File: config.mk
export PLATFORM = sky130hd
export DESIGN_NAME = pid_fan_speed_controller_unit
export DESIGN_NICKNAME = d
export VERILOG_FILES = /design/src/design/pfsc_pkg.sv /design/src/design/pfsc_mac.sv /design/src/design/pfsc_spd.sv /design/src/design/pid_fan_speed_controller_unit.sv
export VERILOG_INCLUDE_DIRS = /design/src /design/src/design
export SDC_FILE = /design/constraint.sdc
export NUM_CORES = 1
export LEC_CHECK = 0
export ABC_AREA = 1
export BUFFER_PORTS_ARGS = -buffer_cell sky130_fd_sc_hd__buf_4
export CAP_MARGIN = 20
export CORE_MARGIN = 2
export CORE_UTILIZATION = 65
export CTS_CLUSTER_SIZE = 14
export DETAILED_ROUTE_END_ITERATION = 10
export GPL_TIMING_DRIVEN = 0
export PLACE_DENSITY_LB_ADDON = 0.25
export SLEW_MARGIN = 10
export SYNTH_ARGS = -nofsm -noshare
export SYNTH_HDL_FRONTEND = slang
export SYNTH_HIERARCHICAL = 1
export SYNTH_SLANG_ARGS = --single-unit
File: constraint.sdc
create_clock -name clk -period 10.6 [get_ports clk]
set_input_delay 1.06 -clock clk [delete_from_list [all_inputs] [get_ports clk]]
set_output_delay 1.06 -clock clk [all_outputs]
set_load 0.01 [all_outputs]
File: src/design/pid_fan_speed_controller_unit_defines.svh
// Assertion macros for the PID fan speed controller RTL
`ifndef PID_FAN_SPEED_CONTROLLER_UNIT_DEFINES_SVH
`define PID_FAN_SPEED_CONTROLLER_UNIT_DEFINES_SVH
`ifndef NO_ASSERTIONS
// property must hold at every clock edge outside reset
`define PFSC_ASSERT(label, prop) \
    label: assert property (@(posedge clk) disable iff (!rst_n) prop) \
        else $error("pfsc: assertion failed");
// condition must never be seen outside reset
`define PFSC_ASSERT_NEVER(label, expr) \
    label: assert property (@(posedge clk) disable iff (!rst_n) !(expr)) \
        else $error("pfsc: forbidden condition seen");
`else
`define PFSC_ASSERT(label, prop)
`define PFSC_ASSERT_NEVER(label, expr)
`endif
`endif

File: src/design/pfsc_pkg.sv
// Shared constants and types of the PID fan speed controller
package pfsc_pkg;

    localparam int TEMP_W    = 16;
    localparam int TARGET_W  = 7;
    localparam int SPEED_W   = 8;
    localparam int GAIN_W    = 16;
    localparam int IVL_W     = 8;
    localparam int PCT_OUT_W = 15;
    localparam int CFG_W     = 16;
    localparam int CFG_IDX_W = 3;

    // full scale of the drive in percent
    localparam int PCT_FULL  = 100;

    typedef logic [CFG_IDX_W-1:0] cfg_idx_t;
    typedef logic [GAIN_W-1:0]    gain_t;
    typedef logic [SPEED_W-1:0]   speed_t;

    // register indexes
    localparam cfg_idx_t CFG_TARGET   = 3'd0;
    localparam cfg_idx_t CFG_MIN_SPD  = 3'd1;
    localparam cfg_idx_t CFG_MAX_SPD  = 3'd2;
    localparam cfg_idx_t CFG_KP       = 3'd3;
    localparam cfg_idx_t CFG_KI       = 3'd4;
    localparam cfg_idx_t CFG_KD       = 3'd5;
    localparam cfg_idx_t CFG_INTERVAL = 3'd6;

    // register reset values
    localparam logic [TARGET_W-1:0] RST_TARGET   = 7'd55;
    localparam speed_t              RST_MIN_SPD  = 8'd35;
    localparam speed_t              RST_MAX_SPD  = 8'd255;
    localparam gain_t               RST_KP       = 16'd1280;
    localparam gain_t               RST_KI       = 16'd256;
    localparam gain_t               RST_KD       = 16'd3;
    localparam logic [IVL_W-1:0]    RST_INTERVAL = 8'd30;

endpackage

File: src/design/pfsc_mac.sv
// Bit-serial three-term gain multiply-accumulate (Kp*e + Ki*i + Kd*d)
module pfsc_mac #(
    parameter int ERR_W   = 17,
    parameter int INTEG_W = 15,
    localparam int SUM_W  = ERR_W + pfsc_pkg::GAIN_W + 2
)(
    input  logic                      clk,
    input  logic                      rst_n,
    input  logic                      start,
    input  logic signed [ERR_W-1:0]   err,
    input  logic [INTEG_W-1:0]        integ,
    input  logic signed [ERR_W:0]     deriv,
    input  pfsc_pkg::gain_t           kp,
    input  pfsc_pkg::gain_t           ki,
    input  pfsc_pkg::gain_t           kd,
    output logic signed [SUM_W-1:0]   sum,
    output logic                      done
);

    localparam int CNT_W = $clog2(pfsc_pkg::GAIN_W);
    localparam logic [CNT_W-1:0] CNT_LAST = CNT_W'(pfsc_pkg::GAIN_W - 1);

    logic                    busy_reg;
    logic                    done_reg;
    logic [CNT_W-1:0]        cnt_reg;
    logic signed [ERR_W-1:0] err_reg;
    logic [INTEG_W-1:0]      integ_reg;
    logic signed [ERR_W:0]   deriv_reg;
    pfsc_pkg::gain_t         kp_reg;
    pfsc_pkg::gain_t         ki_reg;
    pfsc_pkg::gain_t         kd_reg;
    logic signed [SUM_W-1:0] acc_reg;
    logic signed [SUM_W-1:0] acc_next;
    logic signed [SUM_W-1:0] term_p;
    logic signed [SUM_W-1:0] term_i;
    logic signed [SUM_W-1:0] term_d;

    // MSB-first: shift the sum, add the operands selected by the gain bits
    always_comb
    begin
        term_p   = kp_reg[pfsc_pkg::GAIN_W-1] ? SUM_W'(err_reg) : '0;
        term_i   = ki_reg[pfsc_pkg::GAIN_W-1] ? $signed(SUM_W'(integ_reg)) : '0;
        term_d   = kd_reg[pfsc_pkg::GAIN_W-1] ? SUM_W'(deriv_reg) : '0;
        acc_next = (acc_reg <<< 1) + term_p + term_i + term_d;
    end

    always_ff @(posedge clk or negedge rst_n)
    begin
        if (!rst_n)
        begin
            busy_reg <= 1'b0;
            done_reg <= 1'b0;
            cnt_reg  <= '0;
        end
        else
        begin
            done_reg <= busy_reg && (cnt_reg == CNT_LAST);
            if (start)
            begin
                busy_reg <= 1'b1;
                cnt_reg  <= '0;
            end
            else if (busy_reg)
            begin
                cnt_reg <= cnt_reg + 1'b1;
                if (cnt_reg == CNT_LAST)
                begin
                    busy_reg <= 1'b0;
                end
            end
        end
    end

    always_ff @(posedge clk)
    begin
        if (start)
        begin
            err_reg   <= err;
            integ_reg <= integ;
            deriv_reg <= deriv;
            kp_reg    <= kp;
            ki_reg    <= ki;
            kd_reg    <= kd;
            acc_reg   <= '0;
        end
        else if (busy_reg)
        begin
            acc_reg <= acc_next;
            kp_reg  <= kp_reg << 1;
            ki_reg  <= ki_reg << 1;
            kd_reg  <= kd_reg << 1;
        end
    end

    assign sum  = acc_reg;
    assign done = done_reg;

endmodule

File: src/design/pfsc_spd.sv
// Percent to PWM mapping: bit-serial scale, rounding, serial divide by 100
module pfsc_spd #(
    parameter int FRAC_BITS = 8,
    localparam int PCT_W    = FRAC_BITS + 7
)(
    input  logic              clk,
    input  logic              rst_n,
    input  logic              start,
    input  logic [PCT_W-1:0]  pct,
    input  pfsc_pkg::speed_t  pwm_floor,
    input  pfsc_pkg::speed_t  pwm_ceil,
    output pfsc_pkg::speed_t  speed,
    output logic              done
);

    localparam int SW    = pfsc_pkg::SPEED_W;
    localparam int ACC_W = PCT_W + SW;
    localparam int REM_W = $clog2((2 ** SW) * pfsc_pkg::PCT_FULL);
    localparam int CNT_W = $clog2(SW);
    localparam logic [CNT_W-1:0] CNT_LAST = CNT_W'(SW - 1);
    localparam logic [PCT_W-1:0] FULL     = PCT_W'(pfsc_pkg::PCT_FULL << FRAC_BITS);
    localparam logic [ACC_W-1:0] HALF     = ACC_W'((pfsc_pkg::PCT_FULL / 2) << FRAC_BITS);
    localparam logic [REM_W-1:0] DVS_INIT = REM_W'(pfsc_pkg::PCT_FULL << (SW - 1));

    localparam logic [1:0] PH_IDLE = 2'd0;
    localparam logic [1:0] PH_MUL  = 2'd1;
    localparam logic [1:0] PH_RND  = 2'd2;
    localparam logic [1:0] PH_DIV  = 2'd3;

    logic [1:0]       phase_reg;
    logic [1:0]       phase_next;
    logic [CNT_W-1:0] cnt_reg;
    logic             done_reg;
    logic [PCT_W-1:0] pct_reg;
    logic [PCT_W-1:0] comp_reg;
    logic             zero_reg;
    pfsc_pkg::speed_t min_sh_reg;
    pfsc_pkg::speed_t max_sh_reg;
    pfsc_pkg::speed_t max_reg;
    logic [ACC_W-1:0] acc_reg;
    logic [ACC_W-1:0] acc_next;
    logic [ACC_W-1:0] acc_rnd;
    logic [REM_W-1:0] rem_reg;
    logic [REM_W-1:0] dvs_reg;
    pfsc_pkg::speed_t q_reg;
    logic             ge;

    // num = min*(D-pct) + max*pct, one bit of min/max per cycle
    always_comb
    begin
        acc_next = (acc_reg << 1)
                 + (min_sh_reg[SW-1] ? ACC_W'(comp_reg) : '0)
                 + (max_sh_reg[SW-1] ? ACC_W'(pct_reg) : '0);
        acc_rnd  = acc_reg + HALF;
        ge       = (rem_reg >= dvs_reg);
    end

    always_comb
    begin
        phase_next = phase_reg;
        unique case (phase_reg)
            PH_IDLE:
            begin
                if (start)
                begin
                    phase_next = PH_MUL;
                end
            end
            PH_MUL:
            begin
                if (cnt_reg == CNT_LAST)
                begin
                    phase_next = PH_RND;
                end
            end
            PH_RND:
            begin
                phase_next = PH_DIV;
            end
            PH_DIV:
            begin
                if (cnt_reg == CNT_LAST)
                begin
                    phase_next = PH_IDLE;
                end
            end
            default:
            begin
                phase_next = PH_IDLE;
            end
        endcase
    end

    always_ff @(posedge clk or negedge rst_n)
    begin
        if (!rst_n)
        begin
            phase_reg <= PH_IDLE;
            cnt_reg   <= '0;
            done_reg  <= 1'b0;
        end
        else
        begin
            phase_reg <= phase_next;
            done_reg  <= (phase_reg == PH_DIV) && (cnt_reg == CNT_LAST);
            if (phase_reg == PH_MUL || phase_reg == PH_DIV)
            begin
                cnt_reg <= cnt_reg + 1'b1;
            end
            else
            begin
                cnt_reg <= '0;
            end
        end
    end

    always_ff @(posedge clk)
    begin
        if (phase_reg == PH_IDLE && start)
        begin
            pct_reg    <= pct;
            comp_reg   <= FULL - pct;
            zero_reg   <= (pct == '0);
            min_sh_reg <= pwm_floor;
            max_sh_reg <= pwm_ceil;
            max_reg    <= pwm_ceil;
            acc_reg    <= '0;
        end
        else if (phase_reg == PH_MUL)
        begin
            acc_reg    <= acc_next;
            min_sh_reg <= min_sh_reg << 1;
            max_sh_reg <= max_sh_reg << 1;
        end
        else if (phase_reg == PH_RND)
        begin
            // (num + D/2) >> T, the rest of the divide is by 100
            rem_reg <= acc_rnd[FRAC_BITS +: REM_W];
            dvs_reg <= DVS_INIT;
            q_reg   <= '0;
        end
        else if (phase_reg == PH_DIV)
        begin
            rem_reg <= ge ? rem_reg - dvs_reg : rem_reg;
            q_reg   <= {q_reg[SW-2:0], ge};
            dvs_reg <= dvs_reg >> 1;
        end
    end

    always_comb
    begin
        if (zero_reg)
        begin
            speed = '0;
        end
        else
        begin
            speed = (q_reg > max_reg) ? max_reg : q_reg;
        end
    end

    assign done = done_reg;

endmodule

File: src/design/pid_fan_speed_controller_unit.sv
// Top level of the PID fan speed controller: config, update timing, control FSM
// Each temperature request bumps a saturating sample count. The first request after
// reset, and any request that brings the count to control_interval or beyond, runs one
// PID step and produces one result request (fan_speed, drive_percent); all other
// requests are absorbed without a stall and produce nothing. An updating request holds
// in_stall high until its result is handed on, through these steps: form integral and
// derivative, the bit-serial gain multiply-accumulate (16 gain bits, one per cycle,
// then its done cycle), round and clamp the percent, the speed unit (8 multiply bits,
// rounding, 8 quotient bits of the divide by 100, done) and the hand-off of the
// result into the output register. If that register still holds an untaken result,
// the hand-off waits and the stall lasts that much longer. A finished result waits in
// that register while the next request is already taken.
// The user must write registers through cfg_we/cfg_index/cfg_data only while the
// block is idle; the block itself does not enforce this.
`include "pid_fan_speed_controller_unit_defines.svh"

module pid_fan_speed_controller_unit #(
    parameter int TEMP_FRAC_BITS = 8,
    parameter int GAIN_FRAC_BITS = 8
)(
    input  logic                               clk,
    input  logic                               rst_n,
    input  logic                               in_valid,
    output logic                               in_stall,
    input  logic signed [pfsc_pkg::TEMP_W-1:0] temperature,
    output logic                               out_valid,
    input  logic                               out_stall,
    output logic [pfsc_pkg::SPEED_W-1:0]       fan_speed,
    output logic [pfsc_pkg::PCT_OUT_W-1:0]     drive_percent,
    input  logic                               cfg_we,
    input  logic [pfsc_pkg::CFG_IDX_W-1:0]     cfg_index,
    input  logic [pfsc_pkg::CFG_W-1:0]         cfg_data
);

    localparam int T       = TEMP_FRAC_BITS;
    localparam int G       = GAIN_FRAC_BITS;
    // error holds temperature minus (target << T)
    localparam int ERR_W   = ((T + 8 > pfsc_pkg::TEMP_W) ? T + 8 : pfsc_pkg::TEMP_W) + 1;
    localparam int DRV_W   = ERR_W + 1;
    localparam int INTEG_W = T + 7;
    localparam int PCT_W   = T + 7;
    localparam int SUM_W   = ERR_W + pfsc_pkg::GAIN_W + 2;

    localparam logic [INTEG_W-1:0]      FULL_T  = INTEG_W'(pfsc_pkg::PCT_FULL << T);
    localparam logic signed [SUM_W-1:0] FULL_TG =
        SUM_W'(longint'(pfsc_pkg::PCT_FULL) << (T + G));
    localparam logic signed [SUM_W-1:0] HALF_G  = SUM_W'(longint'(1) << (G - 1));

    // controller states
    localparam logic [2:0] S_IDLE = 3'd0;
    localparam logic [2:0] S_PREP = 3'd1;
    localparam logic [2:0] S_MAC  = 3'd2;
    localparam logic [2:0] S_PCT  = 3'd3;
    localparam logic [2:0] S_SPD  = 3'd4;
    localparam logic [2:0] S_DONE = 3'd5;

    logic [2:0] state_reg;
    logic [2:0] state_next;

    // configuration registers
    logic [pfsc_pkg::TARGET_W-1:0] target_reg;
    pfsc_pkg::speed_t              min_reg;
    pfsc_pkg::speed_t              max_reg;
    pfsc_pkg::gain_t               kp_reg;
    pfsc_pkg::gain_t               ki_reg;
    pfsc_pkg::gain_t               kd_reg;
    logic [pfsc_pkg::IVL_W-1:0]    ivl_reg;

    // controller state
    logic [INTEG_W-1:0]         integral_sum_reg;
    logic signed [ERR_W-1:0]    last_err_reg;
    logic [pfsc_pkg::IVL_W-1:0] cnt_reg;
    logic [pfsc_pkg::IVL_W-1:0] cnt_inc;
    logic                       has_run_reg;

    logic                    in_acc;
    logic                    fire;
    logic signed [ERR_W-1:0] err_next;
    logic signed [ERR_W-1:0] err_reg;
    logic signed [DRV_W-1:0] integ_raw;
    logic [INTEG_W-1:0]      integ_clamp;
    logic signed [DRV_W-1:0] deriv;

    logic                    mac_start;
    logic                    mac_done;
    logic signed [SUM_W-1:0] mac_sum;
    logic signed [SUM_W-1:0] sum_rnd;
    logic [PCT_W-1:0]        pct_calc;
    logic [PCT_W-1:0]        pct_reg;

    logic             spd_start;
    logic             spd_done;
    pfsc_pkg::speed_t spd_speed;

    logic             out_load;
    logic             out_valid_reg;
    logic             out_valid_next;
    pfsc_pkg::speed_t fan_speed_reg;
    logic [PCT_W-1:0] drive_reg;

    // ---------------------------------------------------------------------------------
    // Configuration write port
    // ---------------------------------------------------------------------------------
    always_ff @(posedge clk or negedge rst_n)
    begin
        if (!rst_n)
        begin
            target_reg <= pfsc_pkg::RST_TARGET;
            min_reg    <= pfsc_pkg::RST_MIN_SPD;
            max_reg    <= pfsc_pkg::RST_MAX_SPD;
            kp_reg     <= pfsc_pkg::RST_KP;
            ki_reg     <= pfsc_pkg::RST_KI;
            kd_reg     <= pfsc_pkg::RST_KD;
            ivl_reg    <= pfsc_pkg::RST_INTERVAL;
        end
        else if (cfg_we)
        begin
            unique case (cfg_index)
                pfsc_pkg::CFG_TARGET:   target_reg <= cfg_data[pfsc_pkg::TARGET_W-1:0];
                pfsc_pkg::CFG_MIN_SPD:  min_reg    <= cfg_data[pfsc_pkg::SPEED_W-1:0];
                pfsc_pkg::CFG_MAX_SPD:  max_reg    <= cfg_data[pfsc_pkg::SPEED_W-1:0];
                pfsc_pkg::CFG_KP:       kp_reg     <= cfg_data[pfsc_pkg::GAIN_W-1:0];
                pfsc_pkg::CFG_KI:       ki_reg     <= cfg_data[pfsc_pkg::GAIN_W-1:0];
                pfsc_pkg::CFG_KD:       kd_reg     <= cfg_data[pfsc_pkg::GAIN_W-1:0];
                pfsc_pkg::CFG_INTERVAL: ivl_reg    <= cfg_data[pfsc_pkg::IVL_W-1:0];
                default:                ;
            endcase
        end
    end

    // ---------------------------------------------------------------------------------
    // Update timing: count saturates at all ones; an interval of zero fires every time
    // ---------------------------------------------------------------------------------
    assign in_stall = (state_reg != S_IDLE);
    assign in_acc   = in_valid && !in_stall;
    assign cnt_inc  = (cnt_reg == '1) ? cnt_reg : cnt_reg + 1'b1;
    assign fire     = !has_run_reg || (cnt_inc >= ivl_reg);

    // error is formed as the request is taken
    assign err_next = ERR_W'(temperature)
                    - $signed(ERR_W'({target_reg, {T{1'b0}}}));

    // ---------------------------------------------------------------------------------
    // Integral (clamped to 0..100) and derivative
    // ---------------------------------------------------------------------------------
    always_comb
    begin
        integ_raw = DRV_W'(err_reg) + $signed(DRV_W'(integral_sum_reg));
        if (integ_raw[DRV_W-1])
        begin
            integ_clamp = '0;
        end
        else if (integ_raw > $signed(DRV_W'(FULL_T)))
        begin
            integ_clamp = FULL_T;
        end
        else
        begin
            integ_clamp = integ_raw[INTEG_W-1:0];
        end
        deriv = DRV_W'(err_reg) - DRV_W'(last_err_reg);
    end

    // ---------------------------------------------------------------------------------
    // PID sum to percent: negative or zero stops, 100 percent and above clamps,
    // otherwise round half up from T+G to T fraction bits
    // ---------------------------------------------------------------------------------
    always_comb
    begin
        sum_rnd = mac_sum + HALF_G;
        if (mac_sum[SUM_W-1] || mac_sum == '0)
        begin
            pct_calc = '0;
        end
        else if (mac_sum >= FULL_TG)
        begin
            pct_calc = FULL_T;
        end
        else
        begin
            pct_calc = sum_rnd[G +: PCT_W];
        end
    end

    assign mac_start = (state_reg == S_PREP);
    assign spd_start = (state_reg == S_PCT);

    // ---------------------------------------------------------------------------------
    // Control FSM
    // ---------------------------------------------------------------------------------
    always_comb
    begin
        state_next = state_reg;
        unique case (state_reg)
            S_IDLE:
            begin
                if (in_acc && fire)
                begin
                    state_next = S_PREP;
                end
            end
            S_PREP:
            begin
                state_next = S_MAC;
            end
            S_MAC:
            begin
                if (mac_done)
                begin
                    state_next = S_PCT;
                end
            end
            S_PCT:
            begin
                state_next = S_SPD;
            end
            S_SPD:
            begin
                if (spd_done)
                begin
                    state_next = S_DONE;
                end
            end
            S_DONE:
            begin
                if (out_load)
                begin
                    state_next = S_IDLE;
                end
            end
            default:
            begin
                state_next = S_IDLE;
            end
        endcase
    end

    // output register frees as soon as the downstream side takes the result
    assign out_load       = (state_reg == S_DONE) && (!out_valid_reg || !out_stall);
    assign out_valid_next = out_load || (out_valid_reg && out_stall);

    always_ff @(posedge clk or negedge rst_n)
    begin
        if (!rst_n)
        begin
            state_reg        <= S_IDLE;
            cnt_reg          <= '0;
            has_run_reg      <= 1'b0;
            integral_sum_reg <= '0;
            last_err_reg     <= '0;
            out_valid_reg    <= 1'b0;
        end
        else
        begin
            state_reg     <= state_next;
            out_valid_reg <= out_valid_next;
            if (in_acc)
            begin
                if (fire)
                begin
                    cnt_reg     <= '0;
                    has_run_reg <= 1'b1;
                end
                else
                begin
                    cnt_reg <= cnt_inc;
                end
            end
            if (state_reg == S_PREP)
            begin
                integral_sum_reg <= integ_clamp;
                last_err_reg     <= err_reg;
            end
        end
    end

    always_ff @(posedge clk)
    begin
        if (in_acc)
        begin
            err_reg <= err_next;
        end
        if (state_reg == S_PCT)
        begin
            pct_reg <= pct_calc;
        end
        if (out_load)
        begin
            fan_speed_reg <= spd_speed;
            drive_reg     <= pct_reg;
        end
    end

    // ---------------------------------------------------------------------------------
    // Serial arithmetic units
    // ---------------------------------------------------------------------------------
    pfsc_mac #(
        .ERR_W   (ERR_W),
        .INTEG_W (INTEG_W)
    ) u_mac (
        .clk   (clk),
        .rst_n (rst_n),
        .start (mac_start),
        .err   (err_reg),
        .integ (integ_clamp),
        .deriv (deriv),
        .kp    (kp_reg),
        .ki    (ki_reg),
        .kd    (kd_reg),
        .sum   (mac_sum),
        .done  (mac_done)
    );

    pfsc_spd #(
        .FRAC_BITS (T)
    ) u_spd (
        .clk       (clk),
        .rst_n     (rst_n),
        .start     (spd_start),
        .pct       (pct_calc),
        .pwm_floor (min_reg),
        .pwm_ceil  (max_reg),
        .speed     (spd_speed),
        .done      (spd_done)
    );

    assign out_valid     = out_valid_reg;
    assign fan_speed     = fan_speed_reg;
    assign drive_percent = pfsc_pkg::PCT_OUT_W'(drive_reg);

    // ---------------------------------------------------------------------------------
    // Checks
    // ---------------------------------------------------------------------------------
    `PFSC_ASSERT(a_result_from_done, $rose(out_valid_reg) |-> $past(state_reg == S_DONE))
    `PFSC_ASSERT(a_fire_clears_count, in_acc && fire |=> cnt_reg == '0 && has_run_reg)
    `PFSC_ASSERT(a_zero_drive_stops, out_valid_reg && drive_reg == '0 |-> fan_speed_reg == '0)
    `PFSC_ASSERT_NEVER(a_drive_over_full, out_valid_reg && drive_reg > FULL_T)

endmodule
### Yosys cells after proc, flatten, opt, wreduce, memory -nomap -nowiden

Index checks and enable logic that the tools add are counted.

* output and inout bits: 25
* bits of input ports: 40
* flip-flop bits (word level): 439
* logic and storage cells: 166

* order comparisons: 5
* equal/unequal tests: 24
* bitwise gates (word level): 2
* add/subtract/negate cells: 15
* reductions and logical operators: 38
* muxes and demuxes: 42

Operators by type and width (count)
* 2-to-1 mux 15 bit: 10
* adder 35 bit: 3
* 2-to-1 mux 16 bit: 6
* 2-to-1 mux 35 bit: 2
* 2-to-1 mux 8 bit: 8
* adder 23 bit: 2
* greater-or-equal comparator 35 x 24 -> 1 bit (second input constant): 1
* logical NOT 35 bit: 1
* adder 23 x 14 -> 23 bit (second input constant): 1
* adder 23 x 9 -> 23 bit (second input constant): 1
* adder 17 x 16 -> 18 bit: 1
* == test 3 bit (second input constant): 6
* greater-than comparator 18 x 16 -> 1 bit (second input constant): 1
* one-hot mux 3 bit (6 select lines): 1
* subtractor 17 x 17 -> 18 bit: 1
* subtractor 16 x 16 -> 17 bit: 1
* AND reduction 2 bit: 8
* greater-or-equal comparator 15 x 14 -> 1 bit: 1
* logical NOT 15 bit: 1
* 2-to-1 mux 3 bit: 5
* subtractor 15 x 14 -> 15 bit: 1
* subtractor 15 bit (first input constant): 1
* 2-to-1 mux 14 bit: 1
* == test 3 x 2 -> 1 bit (second input constant): 4
* other kinds (26): 58

### Logic depth before layout (Yosys ltp)

Gate-level depths: netlist (run 1).

* depth after elaboration: 7
* mapped depth: 20

### Hierarchy

Netlist (run 1), hierarchy kept.

Modules (own cells, without submodules)
* pid_fan_speed_controller_unit: cells each 1108, sequential area each 4785.8 um2, times used 1, area an instance 9437.8 um2
* pfsc_mac: cells each 1149, sequential area each 3793.6 um2, times used 1, area an instance 9156.3 um2
* pfsc_spd: cells each 962, sequential area each 3343.2 um2, times used 1, area an instance 7682.4 um2

### Worst setup path before layout (run 1)

No wires, ideal clock.

* path type: register to register
* start point: register state_reg[1]
* end point: register u_spd.comp_reg[10], enable pin
* setup slack: 6.693 ns
* clock period less this slack: 3.907 ns
* data arrival time: 3.490 ns
* stages on the path, launching flop included: 6
* cell sequence: dfrtp_1 inv_1 nor3_1 nand2_2 inv_2 buf_1

* word-level cells in the longest chain between the ends: 2

Ends and longest elaborated chain
* start, declared: line pid_fan_speed_controller_unit.sv:57 `logic [2:0] state_reg;`
* start signal, assigned: line pid_fan_speed_controller_unit.sv:255 `state_reg <= state_next;`
* == test 3 x 2 -> 1 bit: line pid_fan_speed_controller_unit.sv:186 `assign spd_start = (state_reg == S_PCT);`
* net spd_start: line pid_fan_speed_controller_unit.sv:91 `logic spd_start;`
* logical AND 1 bit: line pfsc_spd.sv:119 `if (phase_reg == PH_IDLE && start)`
* end signal, assigned: line pfsc_spd.sv:122 `comp_reg <= FULL - pct;`
* end, declared: line pfsc_spd.sv:35 `logic [PCT_W-1:0] comp_reg;`

The timed path passes the listed nets, and every way through them passes these cells.
A chain may end at the register's enable or synchronous reset.

### Worst setup path after layout (run 1)

* start point: register u_mac.kp_reg[15]
* end point: register u_mac.acc_reg[31] (netlist: u_mac/sum[31])

* word-level cells in the longest chain between the ends: 4

Ends and longest elaborated chain
* start, declared: line pfsc_mac.sv:29 `pfsc_pkg::gain_t kp_reg;`
* start signal, assigned: line pfsc_mac.sv:81 `kp_reg <= kp;`
* start signal, assigned: line pfsc_mac.sv:89 `kp_reg <= kp_reg << 1;`
* 2-to-1 mux 35 bit: line pfsc_mac.sv:41 `term_p = kp_reg[pfsc_pkg::GAIN_W-1] ? SUM_W'(err_reg) : '0;`
* adder 35 bit (3 in series): line pfsc_mac.sv:44 `acc_next = (acc_reg <<< 1) + term_p + term_i + term_d;`
* end signal, assigned: line pfsc_mac.sv:88 `acc_reg <= acc_next;`
* end, declared: line pfsc_mac.sv:32 `logic signed [SUM_W-1:0] acc_reg;`

No other way between the ends.

==> reports/qor.csv, run 1 <==
stage;metric;value;unit
setup_path;CP bufs+invs;3;
yosys;Synth top area share;27.9;%
global_route;vias in the first global route;21061;
power_and_ir_drop;maximum VDD drop;151;µV
setup_path;Setup crit end kind;register;
timing;Final Worst Setup Slack;6600;ps
place;post-detail-place hpwl;47300;µm
yosys;syn_area_per_cell;8.16;µm²
yosys;Synth warnings;6;
timing;Hold Vio Cnt, Final;0;
yosys;Seq/Total Area, Yosys;45.4;%
worst_hold_path;Worst Hold Class;reg2reg;
setup_path;Worst Path Max Fanout;16;
floorplan;die width;205;µm
clocking;total CTS buffers;46;
yosys;Distinct cells, synth;57;
setup_path;Data arrival, critical path;4490;ps
yosys;number of synthesized flops with an enable pin;244;
timing;setup TNS;0;ps
power_and_ir_drop;pwr/cell area;124;mW/mm²
yosys;post-synth top area cell;edfxtp_1;
finish;nets;3593;
global_route;first-pass GRT wire length;104000;µm
setup_path;Reg-to-Reg Start;u_mac/kp_reg[15];
finish;Layout area overhead;10.5;%
clocking;H-Tree Level Count;2;
setup_path;CP top delay family;adder cells;
detailed_routing;Initial DRC Count;1828;
timing;fin crit period;4000;ps
detailed_routing;Total Wirelength;63700;µm
setup_path;CP most frequent cell;nand2_1;
detailed_routing;ANT nets after route;0;
detailed_routing;DR vias;21546;
clocking;cts repair resizes;0;
outcome;outcome;finished clean;
finish;Register Area;0.0119;mm²
timing;actual slew at the worst max-slew pin;1020;ps
place;worst slack, placed;6650;ps
power_and_ir_drop;Total Power;3610;µW
yosys;Primary FF master, synth;edfxtp_1;
floorplan;Die Area;0.0420;mm²
timing;setup violators final;0;
global_route;largest net degree at the start of global routing;77;
yosys;most numerous cell in the Yosys netlist;nand2_1;
setup_path;crit path from;u_mac/kp_reg[15];
finish;FILL cells;2987;
timing;Worst Skew;18.8;ps
detailed_routing;WL/cell;16.3;µm
worst_hold_path;min-delay src;pct_reg[2];
clocking;cts-stage hold buffer count;0;
timing;fmax;0.250;GHz
detailed_routing;DR vias/cell;5.52;
power_and_ir_drop;P_leak;0.0146;µW
place;PortBufs;64;
global_route;gr usage total;31.1;%
yosys;share of flip-flops with an asynchronous set or reset;31.1;%
global_route;initial antenna violation count;0;
timing;RSZ-0062 raised after global routing;false;
setup_path;critical path class;reg2reg;
yosys;flops & latches, synth;438;
run;max cap viols;0;
floorplan;IO Count;65;
setup_path;Startpoint Class;register;
floorplan;Core ar.;0.0398;mm²
clocking;Worst-path clk slew;60;ps
setup_path;crit-path cells;buf_4 -> nand2_1 -> inv_1 -> fa_1 -> ha_1 -> ha_1 -> a21oi_1 -> nor2_1 -> nor2_1 -> nand2_1 -> a21oi_1 -> nand2_1 -> nand2_1 -> nand3_1 -> nand2_1 -> inv_1;
setup_path;Critical Path RT;11090;ps
global_route;total gr overflow;0;
place;GPL Wtd Cong;0.937;
setup_path;max incr delay on CP;830;ps
clocking;CTS tree;yes;
timing;Tcrit/Tclk final;37.7;%
setup_path;Crit-path slowest cell;inv_1;
finish;footprint of the multi-input gates;0.0120;mm²
clocking;Clk Latency, worst-skew pair;590;ps
clocking;Longest Clk Path Bufs;3;
finish;fraction of layout cells with a size suffix above 1;7.29;%
clocking;clock sinks;438;
place;Placed Instance Area;0.0275;mm²
floorplan;Die Y;205;µm
detailed_routing;DRC viols;0;
finish;max reg flops;35;
yosys;syn nets;3475;
finish;Final Instance Area;0.0290;mm²
timing;Max Slew Vio Count;0;
detailed_routing;first-pass iteration count of the detailed router;5;
yosys;dominant cells by area after synthesis;edfxtp_1, nand2_1, dfrtp_1, inv_1, ha_1;
yosys;Syn Inst Count;3219;
clocking;Root Driver;clkbuf_16;
yosys;synthesized cell area;0.0263;mm²
floorplan;Initial Util;66.0;%
clocking;post-CTS setup buffer count;0;
yosys;most frequent cells after synthesis;nand2_1, inv_1, edfxtp_1;
timing;Max-Slew Margin vs Limit;32.0;%
floorplan;Core Rows;73;
## final timing paths
| check | slack, ps | end | cells after the start |
|---|---|---|---|
| min in group asynchronous | 440 | integral_sum_reg[2] | 1 |
| hold / removal | 420 | drive_percent[2] | 0 |
| max in group asynchronous | 9320 | kp_reg[10] | 2 |
| setup / recovery | 6600 | u_mac/sum[31] | 16 |
| setup reg to reg | 6600 | u_mac/sum[31] | 16 |
| hold reg to reg | 420 | drive_percent[2] | 0 |
## cell type report
cell class              count  share of cell area (%)
multi-input cells        2169                    41.4
flip-flops and latches    438                    41.1
inverters                 553                    7.15
clock buffers              69                    4.50
well taps                 525                    2.26
repair buffers             70                    2.01
plain buffers              59                    1.02
clock inverters            17                   0.599
diodes                      1                 0.00862
## cell usage in the layout, fill, tap and decap left out, types with 10 or more instances in the layout
cell	netlist	layout
nand3_1	148	148
xnor2_1	21	21
ha_1	148	148
fa_1	68	68
buf_4	4	68
nand2_2	17	17
inv_1	543	543
o22ai_1	21	21
edfxtp_1	244	244
nor3_1	25	24
a21oi_1	122	121
nand2_1	1033	1033
clkbuf_16	0	46
nor2_2	12	13
xor2_1	41	41
o21ai_0	161	161
nor2_1	230	229
nor4_1	10	10
dfrtp_1	111	111
nand4_1	20	20
clkbuf_1	38	54
dfxtp_1	58	58
dfstp_2	25	25
## routing by layer
layer / global-route usage [%] / wire length [µm] / vias up / share of wire [%]
met4: 8.63 / 1550 / 0 / 2.4
li1: - / - / 10460 / -
met3: 4.88 / 4500 / 128 / 7.1
met5: 0 / 0 / - / 0
met2: 52.8 / 30700 / 758 / 48
met1: 41.6 / 27000 / 10200 / 42
## cell families after synthesis
kind of cell / Yosys count / synth area share (%)
flip-flops: 438 / 45.4
adder cells (fa/ha/maj): 216 / 12.2
buffers and inverters: 612 / 9.01
XOR/XNOR: 63 / 2.13
AND/OR/NAND/NOR: 1538 / 24.1
AO/OA/AOI/OAI: 352 / 7.20
## power by group
part	total [µW]	switching (µW)	leakage [µW]	internal (µW)
clock network	1580	694	0.000710	888
registers	1890	34.8	0.00420	1860
logic	134	80.4	0.00969	53.8
total	3610	809	0.0146	2800
## per-stage QoR
stage               utilization, %  hold slack (ps)  std cells
finish                        72.9              419       3901
global route                  72.9              427       3900
CTS                           72.9              423       3899
detailed placement            69.2              409       3813
global placement              68.8              407       3808
floorplan                        -              400       3219
Note: power is estimated with default switching activity, not from simulation.
==> run 2: changes to the inputs <==
--- a/config.mk
+++ b/config.mk
@@ -6,11 +6,11 @@
 export SDC_FILE = /design/constraint.sdc
 export NUM_CORES = 1
 export LEC_CHECK = 0
-export ABC_AREA = 1
+export ABC_AREA = 0
 export BUFFER_PORTS_ARGS = -buffer_cell sky130_fd_sc_hd__buf_4
 export CAP_MARGIN = 20
 export CORE_MARGIN = 2
-export CORE_UTILIZATION = 65
+export CORE_UTILIZATION = 63
 export CTS_CLUSTER_SIZE = 14
 export DETAILED_ROUTE_END_ITERATION = 10
 export GPL_TIMING_DRIVEN = 0
==> constraint.sdc (replaced) <==
create_clock -name clk -period 3.8 [get_ports clk]
set_input_delay 0.38 -clock clk [delete_from_list [all_inputs] [get_ports clk]]
set_output_delay 0.38 -clock clk [all_outputs]
set_load 0.01 [all_outputs]
==> reports/qor.csv, run 2 <==
stage;metric;value;unit;change
outcome;outcome;finished, violations left;;
outcome;failing checks;setup timing;;
place;total placed cells including tap cells;2814;;-26%
finish;fraction of layout cells with a size suffix above 1;21.2;%;+14 points
clocking;Worst-path clk slew;60;ps;about the same
timing;fin crit period;4130;ps;+129 ps
finish;most frequent cells in the layout;edfxtp_1, nand2_1, nor2_1;;
global_route;gr usage total;27.4;%;-3.7 points
place;PortBufs;62;;-3.1%
yosys;Synth warnings;6;;unchanged
finish;Register Area;0.0119;mm²;about the same
worst_hold_path;Worst Hold Class;in2reg;;
setup_path;max incr delay on CP;560;ps;-270 ps
timing;Tcrit/Tclk final;109;%;+71 points
timing;Hold Vio Cnt, Final;0;;unchanged
floorplan;IO Count;65;;unchanged
yosys;flops & latches, synth;438;;unchanged
clocking;H-Tree Level Count;2;;unchanged
finish;footprint of the multi-input gates;0.0127;mm²;+5.4%
global_route;largest net degree at the start of global routing;78;;+1.3%
setup_path;Startpoint Class;register;;
yosys;number of synthesized flops with an enable pin;244;;unchanged
timing;Max Slew Vio Count;0;;unchanged
finish;max reg flops;35;;unchanged
place;GPL Wtd Cong;0.891;;-4.9%
yosys;share of flip-flops with an asynchronous set or reset;31.1;%;unchanged
timing;setup violators final;21;;+21
clocking;total CTS buffers;46;;unchanged
yosys;most numerous cell in the Yosys netlist;edfxtp_1;;
finish;number of diodes;0;;-1
timing;RSZ-0062 raised after global routing;true;;
detailed_routing;DR vias;17605;;-18%
floorplan;die width;202;µm;-1.3%
global_route;met3 GRT Util;3.18;%;-1.7 points
yosys;dominant cells by area after synthesis;edfxtp_1, dfrtp_1, ha_1, fa_1, mux2_2;;
setup_path;crit-path cells;clkbuf_2 -> nand2_1 -> fa_1 -> inv_1 -> ha_1 -> ha_1 -> nand4_1 -> o31ai_4 -> a31oi_4 -> o31ai_4 -> o221ai_2 -> xnor2_1 -> o21ai_1;;
floorplan;Core Rows;72;;-1.4%
yosys;post-synth top area cell;edfxtp_1;;
global_route;GR peak layer;met2;;
setup_path;Setup crit end kind;register;;
global_route;vias in the first global route;17942;;-15%
clocking;CTS tree;yes;;
finish;FILL cells;2540;;-15%
setup_path;critical path class;reg2reg;;
timing;fmax;0.242;GHz;-3.1%
finish;commonest non-fill, non-tap cell in the layout;edfxtp_1;;
floorplan;Die Y;202;µm;-1.3%
finish;Final Instance Area;0.0289;mm²;-0.53%
global_route;GRT met1 Usage;37.5;%;-4.1 points
setup_path;Data arrival, critical path;4580;ps;+90 ps
clocking;Root Driver;clkbuf_16;;
detailed_routing;Total Wirelength;55700;µm;-13%
detailed_routing;WL/cell;18.8;µm;+15%
timing;Final Worst Setup Slack;-330;ps;-6930 ps
finish;post-route insts no fill;2961;;-24%
timing;actual slew at the worst max-slew pin;1010;ps;-14.3 ps
clocking;clock sinks;438;;unchanged
setup_path;Critical Path RT;4250;ps;-6840 ps
global_route;GR Layer Usage met2;45.8;%;-7.0 points
yosys;Synth top area share;29.6;%;+1.7 points
detailed_routing;DRC viols;0;;unchanged
global_route;total gr overflow;0;;unchanged
run;max cap viols;0;;unchanged
yosys;most frequent cells after synthesis;edfxtp_1, nand2_1, nor2_1;;
timing;Worst Skew;27.3;ps;+8.44 ps
yosys;Syn Inst Count;2227;;-31%
clocking;Clk Latency, worst-skew pair;600;ps;about the same
yosys;Primary FF master, synth;edfxtp_1;;
detailed_routing;DR vias/cell;5.95;;+7.6%
timing;Max-Slew Margin vs Limit;32.5;%;+0.51 points
floorplan;Core ar.;0.0387;mm²;-2.7%
detailed_routing;first-pass iteration count of the detailed router;6;;+1
floorplan;Initial Util;64.0;%;-2.0 points
yosys;syn_area_per_cell;11.1;µm²;+36%
yosys;synthesized cell area;0.0248;mm²;-5.7%
setup_path;Worst Path Max Fanout;10;;-6
setup_path;Crit-path slowest cell;edfxtp_1;;
floorplan;Die Area;0.0409;mm²;-2.6%
place;post-detail-place hpwl;37700;µm;-20%
clocking;Longest Clk Path Bufs;3;;unchanged
finish;nets;2661;;-26%
detailed_routing;ANT nets after route;0;;unchanged
detailed_routing;Initial DRC Count;1077;;-41%
finish;Layout area overhead;16.5;%;
global_route;initial antenna violation count;0;;unchanged
yosys;Distinct cells, synth;98;;+72%
yosys;Seq/Total Area, Yosys;48.1;%;+2.7 points
place;Placed Instance Area;0.0261;mm²;-5.2%
global_route;first-pass GRT wire length;90500;µm;-13%
yosys;syn nets;2483;;-29%
-- run 2: stage by stage --
step                utilization (%)  setup TNS (ps)  hold slack (ps)  worst slack [ps]
floorplan                         -           -1580             84.4             -33.0
global placement               67.1         -198100              403             -1820
detailed placement             67.4          -77500              403              -979
CTS                            73.6           -1110             10.3              -283
global route                   74.5           -6380             22.9              -474
finish                         74.5           -3240             31.6              -330
-- run 2: final timing paths --
path                             startpoint                to  slack (ps)  cells past startpoint
min in group asynchronous             rst_n     target_reg[6]         350                      2
min reg2reg                      pct_reg[3]  drive_percent[3]         420                      0
max reg2reg                u_mac/kd_reg[15]     u_mac/sum[34]        -330                     13
min                             cfg_data[8]         ki_reg[8]          30                      2
max                        u_mac/kd_reg[15]     u_mac/sum[34]        -330                     13
max in group asynchronous             rst_n        max_reg[6]        2630                      3
-- run 2: logic make-up (layout without fill, tap and decap cells) --
family / Yosys count / in the layout / synth area share [%]
compound gates: 400 / 400 / 11.2
mux: 154 / 154 / 6.82
flops: 438 / 438 / 48.1
buf+inv: 222 / 438 / 3.41
simple gates: 676 / 676 / 13.2
fa+ha+maj: 216 / 216 / 13.0
xor+xnor: 121 / 121 / 4.31
-- run 2: cell type report --
type	count	area share, %
Timing Repair Buffer	134	4.01
Clock inverter	24	0.966
Multi-Input combinational cell	1567	43.8
Sequential cell	438	41.3
Inverter	156	2.07
Clock buffer	62	4.48
Tap cell	518	2.24
Buffer	62	1.10
-- run 2: timing repair --
| item | in CTS | in global routing |
|---|---|---|
| pin swaps | 69 | 43 |
| endpoints found under the hold margin | 58 | 0 |
| gates resized for setup | 96 | 59 |
| setup buffers | 37 | 17 |
| setup endpoints to repair | 160 | 52 |
| hold buffers | 10 | 0 |
-- run 2: layer usage --
metal  vias up  wire, µm
li1       8240         -
met1      8694     24000
met4         0      1700
met3       125      2880
met2       546     27100
met5         -         0
-- run 2: critical path, delay by kind of cell (launching register included) --
kind	cells	cell delay [ps]
buffers and inverters	2	340
and+or+nand+nor	2	420
DFF	1	560
AOI/OAI and AO/OA	5	1180
xor gates and xnor gates	1	160
adders and majority gates	3	1320
Power of run 2 is left out: the tool's default activity adds up to more than one toggle a clock period on the data nets, which glitch-free logic cannot reach.
